===== src/rtl/grod_pkg.sv =====
`default_nettype none

package grod_pkg;

	// Pixel and result field widths.
	localparam int unsigned PIX_W   = 8;
	localparam int unsigned WIDTH_W = 11;
	localparam int unsigned TH_W    = 64;
	localparam int unsigned PROD_W  = 24;

	// Configuration register indexes.
	localparam int unsigned CFG_IDX_W = 2;
	typedef logic [CFG_IDX_W-1:0] cfg_idx_t;
	localparam cfg_idx_t REG_IMAGE_WIDTH = 2'd0;
	localparam cfg_idx_t REG_TH_ROWS_0_1 = 2'd1;
	localparam cfg_idx_t REG_TH_ROWS_2_3 = 2'd2;

	// Luma weights in Q16, each the floor of weight * 65536.
	localparam logic [15:0] WEIGHT_BLUE  = 16'd7471;
	localparam logic [15:0] WEIGHT_GREEN = 16'd38469;
	localparam logic [15:0] WEIGHT_RED   = 16'd19595;

	// Register values after reset.
	localparam logic [WIDTH_W-1:0] RESET_WIDTH = 11'd1024;
	localparam logic [TH_W-1:0]    RESET_TH01  = 64'h64F0_50D0_B030_9010;
	localparam logic [TH_W-1:0]    RESET_TH23  = 64'h60E0_80FF_A020_C040;

	localparam logic [PIX_W-1:0] DITHER_LOW  = 8'd0;
	localparam logic [PIX_W-1:0] DITHER_HIGH = 8'd255;

	typedef logic [PIX_W-1:0]  pix_t;
	typedef logic [PROD_W-1:0] prod_t;

endpackage

`default_nettype wire


===== src/rtl/gray_ordered_dither_top.sv =====
`default_nettype none

// Channel   Direction  Handshake                    Payload
// s_axis    in         s_axis_tvalid/s_axis_tready  tdata: blue, green, red; tuser: frame_start
// m_axis    out        m_axis_tvalid/m_axis_tready  tdata: gray_value, dither_value
// cfg       in         cfg_we (no wait)             cfg_index, cfg_wdata
//
// Each accepted pixel passes both stages before its result is valid, and one pixel can be
// accepted in every cycle while the output is not stalled: the first stage registers the
// three constant products and the matrix threshold, the second adds, compares and holds
// the result for the consumer. The position counters advance at acceptance, so pixels
// follow each other back to back. A stalled output only stops the pipeline once both
// stages hold a request; until then new pixels are still taken in.
// Reset (arst_n low) empties the pipeline, clears the position and restores the registers.
module gray_ordered_dither_top #(
	parameter int unsigned MAX_WIDTH = 1024
) (
	input  wire                       clk,
	input  wire                       arst_n,
	input  wire                       s_axis_tvalid,
	output logic                      s_axis_tready,
	input  wire  [23:0]               s_axis_tdata,  // blue [7:0], green [15:8], red [23:16]
	input  wire  [0:0]                s_axis_tuser,  // frame_start [0]
	output logic                      m_axis_tvalid,
	input  wire                       m_axis_tready,
	output logic [15:0]               m_axis_tdata,  // gray_value [7:0], dither_value [15:8]
	input  wire                       cfg_we,
	input  wire  [grod_pkg::CFG_IDX_W-1:0] cfg_index,
	input  wire  [grod_pkg::TH_W-1:0] cfg_wdata
);
	import grod_pkg::*;

	// Column counter holds 0 .. MAX_WIDTH-1; the compare is wide enough for both the
	// configured width and MAX_WIDTH itself.
	localparam int unsigned COL_W  = $clog2(MAX_WIDTH);
	localparam int unsigned CMP_W  = (COL_W + 1 > WIDTH_W + 1) ? COL_W + 1 : WIDTH_W + 1;

	// Configuration registers.
	logic [WIDTH_W-1:0] image_width_q;
	logic [TH_W-1:0]    th01_q;
	logic [TH_W-1:0]    th23_q;

	always_ff @(posedge clk or negedge arst_n) begin
		if (!arst_n) begin
			image_width_q <= RESET_WIDTH;
			th01_q        <= RESET_TH01;
			th23_q        <= RESET_TH23;
		end else if (cfg_we) begin
			case (cfg_index)
				REG_IMAGE_WIDTH: image_width_q <= cfg_wdata[WIDTH_W-1:0];
				REG_TH_ROWS_0_1: th01_q        <= cfg_wdata;
				REG_TH_ROWS_2_3: th23_q        <= cfg_wdata;
				default: ;
			endcase
		end
	end

	// Pipeline flow control.
	logic valid_s1;
	logic ready_s1;
	logic ready_s2;
	logic in_acc;

	assign ready_s2      = !m_axis_tvalid || m_axis_tready;
	assign ready_s1      = !valid_s1 || ready_s2;
	assign s_axis_tready = ready_s1;
	assign in_acc        = s_axis_tvalid && ready_s1;

	// Position within the frame. A frame start clears it before the pixel uses it.
	logic [COL_W-1:0] col_q;
	logic [1:0]       row_q;
	logic [COL_W-1:0] col_cur;
	logic [1:0]       row_cur;
	logic [CMP_W-1:0] width_eff;
	logic [CMP_W-1:0] col_next_wide;
	logic             row_wrap;

	assign col_cur = s_axis_tuser[0] ? '0 : col_q;
	assign row_cur = s_axis_tuser[0] ? 2'd0 : row_q;

	// A width of zero acts as one; anything above MAX_WIDTH acts as MAX_WIDTH.
	always_comb begin
		width_eff = CMP_W'(image_width_q);
		if (image_width_q == '0) begin
			width_eff = CMP_W'(1);
		end else if (CMP_W'(image_width_q) > CMP_W'(MAX_WIDTH)) begin
			width_eff = CMP_W'(MAX_WIDTH);
		end
	end

	assign col_next_wide = CMP_W'(col_cur) + CMP_W'(1);
	assign row_wrap      = col_next_wide >= width_eff;

	always_ff @(posedge clk or negedge arst_n) begin
		if (!arst_n) begin
			col_q <= '0;
			row_q <= 2'd0;
		end else if (in_acc) begin
			if (row_wrap) begin
				col_q <= '0;
				row_q <= row_cur + 2'd1;
			end else begin
				col_q <= col_next_wide[COL_W-1:0];
				row_q <= row_cur;
			end
		end
	end

	// Threshold for this pixel: rows 0-1 in one word, rows 2-3 in the other, byte
	// (row mod 2) * 4 + (column mod 4).
	logic [TH_W-1:0] th_word;
	logic [2:0]      th_byte;
	pix_t            th_cur;

	assign th_word = row_cur[1] ? th23_q : th01_q;
	assign th_byte = {row_cur[0], col_cur[1:0]};
	assign th_cur  = th_word[{th_byte, 3'b000} +: PIX_W];

	// Stage 1: constant products and the threshold.
	prod_t prod_b_s1;
	prod_t prod_g_s1;
	prod_t prod_r_s1;
	pix_t  th_s1;

	always_ff @(posedge clk or negedge arst_n) begin
		if (!arst_n) begin
			valid_s1 <= 1'b0;
		end else if (ready_s1) begin
			valid_s1 <= s_axis_tvalid;
		end
	end

	always_ff @(posedge clk) begin
		if (in_acc) begin
			prod_b_s1 <= PROD_W'(s_axis_tdata[7:0])   * PROD_W'(WEIGHT_BLUE);
			prod_g_s1 <= PROD_W'(s_axis_tdata[15:8])  * PROD_W'(WEIGHT_GREEN);
			prod_r_s1 <= PROD_W'(s_axis_tdata[23:16]) * PROD_W'(WEIGHT_RED);
			th_s1     <= th_cur;
		end
	end

	// Stage 2: sum, truncate to gray, compare. The weights add up to 65535, so the sum
	// always fits in 24 bits.
	prod_t luma_sum;
	pix_t  gray;
	pix_t  gray_s2;
	pix_t  dither_s2;

	assign luma_sum = prod_b_s1 + prod_g_s1 + prod_r_s1;
	assign gray     = luma_sum[PROD_W-1 -: PIX_W];

	always_ff @(posedge clk or negedge arst_n) begin
		if (!arst_n) begin
			m_axis_tvalid <= 1'b0;
		end else if (ready_s2) begin
			m_axis_tvalid <= valid_s1;
		end
	end

	always_ff @(posedge clk) begin
		if (ready_s2 && valid_s1) begin
			gray_s2   <= gray;
			dither_s2 <= (gray < th_s1) ? DITHER_LOW : DITHER_HIGH;
		end
	end

	assign m_axis_tdata = {dither_s2, gray_s2};

	// A result is either black or white.
	a_dither_binary: assert property (@(posedge clk) disable iff (!arst_n)
		m_axis_tvalid |-> (dither_s2 == DITHER_LOW || dither_s2 == DITHER_HIGH))
		else $error("dither value is neither 0 nor 255");

	// Truncated luma never reaches full scale.
	a_gray_range: assert property (@(posedge clk) disable iff (!arst_n)
		m_axis_tvalid |-> (gray_s2 != 8'hFF))
		else $error("gray value reached 255");

	// The column counter stays below the largest row length.
	a_col_range: assert property (@(posedge clk) disable iff (!arst_n)
		CMP_W'(col_q) < CMP_W'(MAX_WIDTH))
		else $error("column counter out of range");

	// After a frame start the position sits on the second pixel of the frame.
	a_frame_start: assert property (@(posedge clk) disable iff (!arst_n)
		(in_acc && s_axis_tuser[0]) |=>
			((row_q == 2'd0 && col_q == COL_W'(1)) || (row_q == 2'd1 && col_q == '0)))
		else $error("position not restarted by frame start");

	// A new result only appears when stage 1 held a request.
	a_out_from_s1: assert property (@(posedge clk) disable iff (!arst_n)
		$rose(m_axis_tvalid) |-> $past(valid_s1))
		else $error("result appeared without a request in stage 1");

endmodule

`default_nettype wire

===== config.mk =====
export PLATFORM = sky130hd
export DESIGN_NAME = gray_ordered_dither_top
export DESIGN_NICKNAME = d
export VERILOG_FILES = /design/src/rtl/grod_pkg.sv /design/src/rtl/gray_ordered_dither_top.sv
export SDC_FILE = /design/constraint.sdc
export NUM_CORES = 1
export LEC_CHECK = 0
export CAP_MARGIN = 10
export CORE_MARGIN = 3
export CORE_UTILIZATION = 45
export DETAILED_ROUTE_END_ITERATION = 10
export DONT_BUFFER_PORTS = 1
export SLEW_MARGIN = 10
export SYNTH_ARGS = -nofsm -noshare
export SYNTH_HDL_FRONTEND = slang
export SYNTH_SLANG_ARGS = --single-unit

===== constraint.sdc =====
create_clock -name clk -period 6.4 [get_ports clk]
set_input_delay 0.32 -clock clk [delete_from_list [all_inputs] [get_ports clk]]
set_output_delay 0.32 -clock clk [all_outputs]
set_load 0.01 [all_outputs]

==> reports/results.ini <==
[critical_path]
crit_slowest_cell=dfrtp_1
cp.depth=12
crit_chain=nand2b_1 -> inv_1 -> ha_1 -> and3_1 -> nand3_1 -> xor2_1 -> nor2_1 -> ha_1 -> a2111oi_0 -> o211ai_1 -> a21oi_2 -> a22o_1
cp-startpoint=col_q[1]
cpMostUsedCell=ha_1
max_stage_delay_ns=0.80
arrival_ns=4.62
startpoint_type=register
crit_family=compound AO/OA/AOI/OAI gates
end_kind=register
cp.required_ns=6.88
reg2reg_from=col_q[1]
cp_max_fo=20
path_class=reg -> reg
path_buf_inv=1
rr_worst_depth=12

[layout]
design_area_um2=18800
multi_input_area_um2=9540
layout-drive-gt1-share_pct=18.6
areaGrowthSynthToFinish_pct=12.5
seq_area_um2=6430
fillers=3275
finalNetCount=1867
insertedDiodeCount=0

[synthesis]
synth-main-ff-cell=dfrtp_1
synthTopCellsByArea=dfrtp_1 (17%), ha_1 (16%), edfxtp_1 (15%), mux2_2 (11%), fa_1 (9.8%)
synthMostInstantiatedCell=ha_1
muxShareOfSynthArea_pct=12.4
yosys_warnings=0
synth_adder_area_share_pct=26.2
synth_area_leader_cell=dfrtp_1
yosys.cell_types.count=69
async_flop_share_pct=64.3
syn_avg_cell_area_um2=11.9
syn-cell-area_um2=16700
yosysSeqAreaShare_pct=38.4
synth-seq-cells=238
synthSimpleGateAreaFrac_pct=4.51
synth_compound_area_share_pct=10.5
syn-num-nets=1802
netlist_top_cells_count=ha_1 (220), mux2_2 (170), inv_1 (149), dfrtp_1 (112), edfxtp_1 (85)
synth_xor_area_share_pct=3.24
syn_inst=1404
synth_top_family_by_area=adder cells
synth_edf_count=85
synth_top_area_share_pct=16.7

[sta]
drv_slew=0
setup_slack_ns=2.26
hold_ws_ns=0.0336
fin_crit_sh_pct=64.6
tightest_slew_ns=0.939
fin_crit_ns=4.14
hold_viol=0
setup_viol=0
setup_tns_ns=0
grt_setup_unrepaired=false
fin_skew_ns=0.0357
relSlewSlack_pct=37.4
fmax_mhz=242

[clocking]
cts_root_buf=clkbuf_16
h-tree-depth=1
clkLatencyLatePin_ns=0.57
postCtsSetupBuffers=0
cts_buffers=27
clk_path_buf_depth=3
cts.sinks=238
clk_pin_slew_ns=0.06
tritoncts=built

[run_status]
status=complete, no violations

[floorplanning]
die_area_um2=39600
coreArea_um2=36600
die_y_um=199
rows=70
pin_count=114
start_util_pct=45.7
die_x_um=199

[power]
power_switching_mw=2.78
p_leak_nw=8.42
clock_power_share_pct=20.9
power.internal_mw=4.65
comb_power_share_pct=46.5
pwr-share-seq_pct=32.6
peakVddDrop_v=0.000234
netSwitchingFraction_pct=37.4
power.density_nw_per_um2=394

[min_path]
min_path_cells=2
hold_path_class=in -> reg
holdCritStartpoint=s_axis_tuser

[place]
port_buffers=0
dp_slack_ns=1.95
gp_congestion=0.825
dpl-instance-area_um2=17200
dp_hpwl_mm=28.0

[grt]
grt_usage_pct=19.0
grt_pass1_wl_mm=59.7
grt_pass1_vias=11100
grt_max_degree=154
antenna_found_initial=0
overflow=0

[drt]
routed_wl_mm=37.1
wl_per_cell_um=19.0
num_vias=10600
vias_per_cell=5.41
drtAntennaViolNets=0
first_pass_iters=4
drc_errors=0
first_iter_violations=418

[job]
drv_cap=0

metal layers:
layer  wire length (µm)  global-route usage [%]  share of wire [%]
met2              17700                    31.9                 48
met5                  0                       0                  0
met3               1480                    3.47                4.0
met4                839                    4.32                2.3
met1              17100                    25.8                 46
metrics by stage:
stage	util, %	cells	power (mW)
after floorplan	-	1404	5.02
after global placement	47.0	1835	5.79
after detailed placement	47.0	1835	5.86
after CTS	51.4	1958	7.52
after global routing	51.4	1958	8.08
final	51.4	1958	7.43
power by group through the flow:
stage / registers [mW] / clock network, mW / logic [mW]
3_3_place_gp: 2.45 / 0 / 3.34
3_5_place_dp: 2.46 / 0 / 3.40
5_1_grt: 2.48 / 1.66 / 3.94
6_report: 2.42 / 1.55 / 3.46
4_1_cts: 2.43 / 1.59 / 3.49
2_1_floorplan: 2.32 / 0 / 2.70
cell families (layout without fill, tap and decap cells):
logic type / Yosys count / after routing
flip-flops: 238 / 238
AND/OR/NAND/NOR: 157 / 157
AO/OA/AOI/OAI: 262 / 262
buffers and inverters: 196 / 282
XOR/XNOR: 62 / 62
adder cells (fa/ha/maj): 302 / 302
multiplexers: 187 / 187
worst reg2reg max path: stages, from the launching register on:
cell	delay, ns
dfrtp_1	0.80
nand2b_1	0.56
inv_1	0.16
ha_1	0.22
and3_1	0.23
nand3_1	0.11
xor2_1	0.14
nor2_1	0.07
ha_1	0.21
a2111oi_0	0.56
o211ai_1	0.30
a21oi_2	0.49
a22o_1	0.21
flip-flops by register name, indices dropped and copies added (netlist names), 10 cells and up:
| register | count |
|---|---|
| th01_q | 64 |
| prod_g_s1 | 24 |
| prod_r_s1 | 23 |
| th23_q | 64 |
| prod_b_s1 | 21 |
| col_q | 10 |
| image_width_q | 11 |
worst paths after layout:
check	end	slack, ns
worst max-delay path	col_q[2]	2.26
worst min-delay path	col_q[7]	0.03
worst max register to register	col_q[2]	2.26
worst min register to register	m_axis_tvalid	0.49
max in group asynchronous	th01_q[26]	5.32
min in group asynchronous	th01_q[14]	0.42
cell usage in the layout, fill, tap and decap left out, types with 9 or more instances in the layout:
| cell | instances |
|---|---|
| a21oi_1 | 73 |
| a211oi_1 | 9 |
| a22oi_1 | 9 |
| clkbuf_16 | 28 |
| nand2b_1 | 12 |
| ha_1 | 220 |
| clkbuf_1 | 10 |
| o21ai_0 | 53 |
| mux2i_1 | 17 |
| dfstp_2 | 41 |
| xnor2_1 | 44 |
| edfxtp_1 | 85 |
| dlygate4sd3_1 | 72 |
| xor2_1 | 18 |
| a22o_1 | 9 |
| nand3_1 | 9 |
| mux2_2 | 170 |
| inv_1 | 148 |
| nor2_1 | 46 |
| o21a_1 | 11 |
| nand2_1 | 43 |
| fa_1 | 82 |
| nor3_1 | 9 |
| buf_4 | 10 |
| dfrtp_1 | 112 |
| a221oi_1 | 9 |
| a21o_1 | 18 |
what timing repair did:
action                                  in CTS  in global routing
endpoints found under the setup margin       0                  0
hold buffers                                73                  0
gates resized for setup                      0                  0
endpoints found under the hold margin      301                  0
final cells by class:
cell class              count  area share, %
clock buffers              43           4.28
clock inverters             7          0.452
inverters                 149           2.97
multi-input cells         970           50.7
flip-flops and latches    238           34.2
well taps                 468           3.11
repair buffers             83           4.37
No activity file was read; power rests on OpenSTA's default activity.
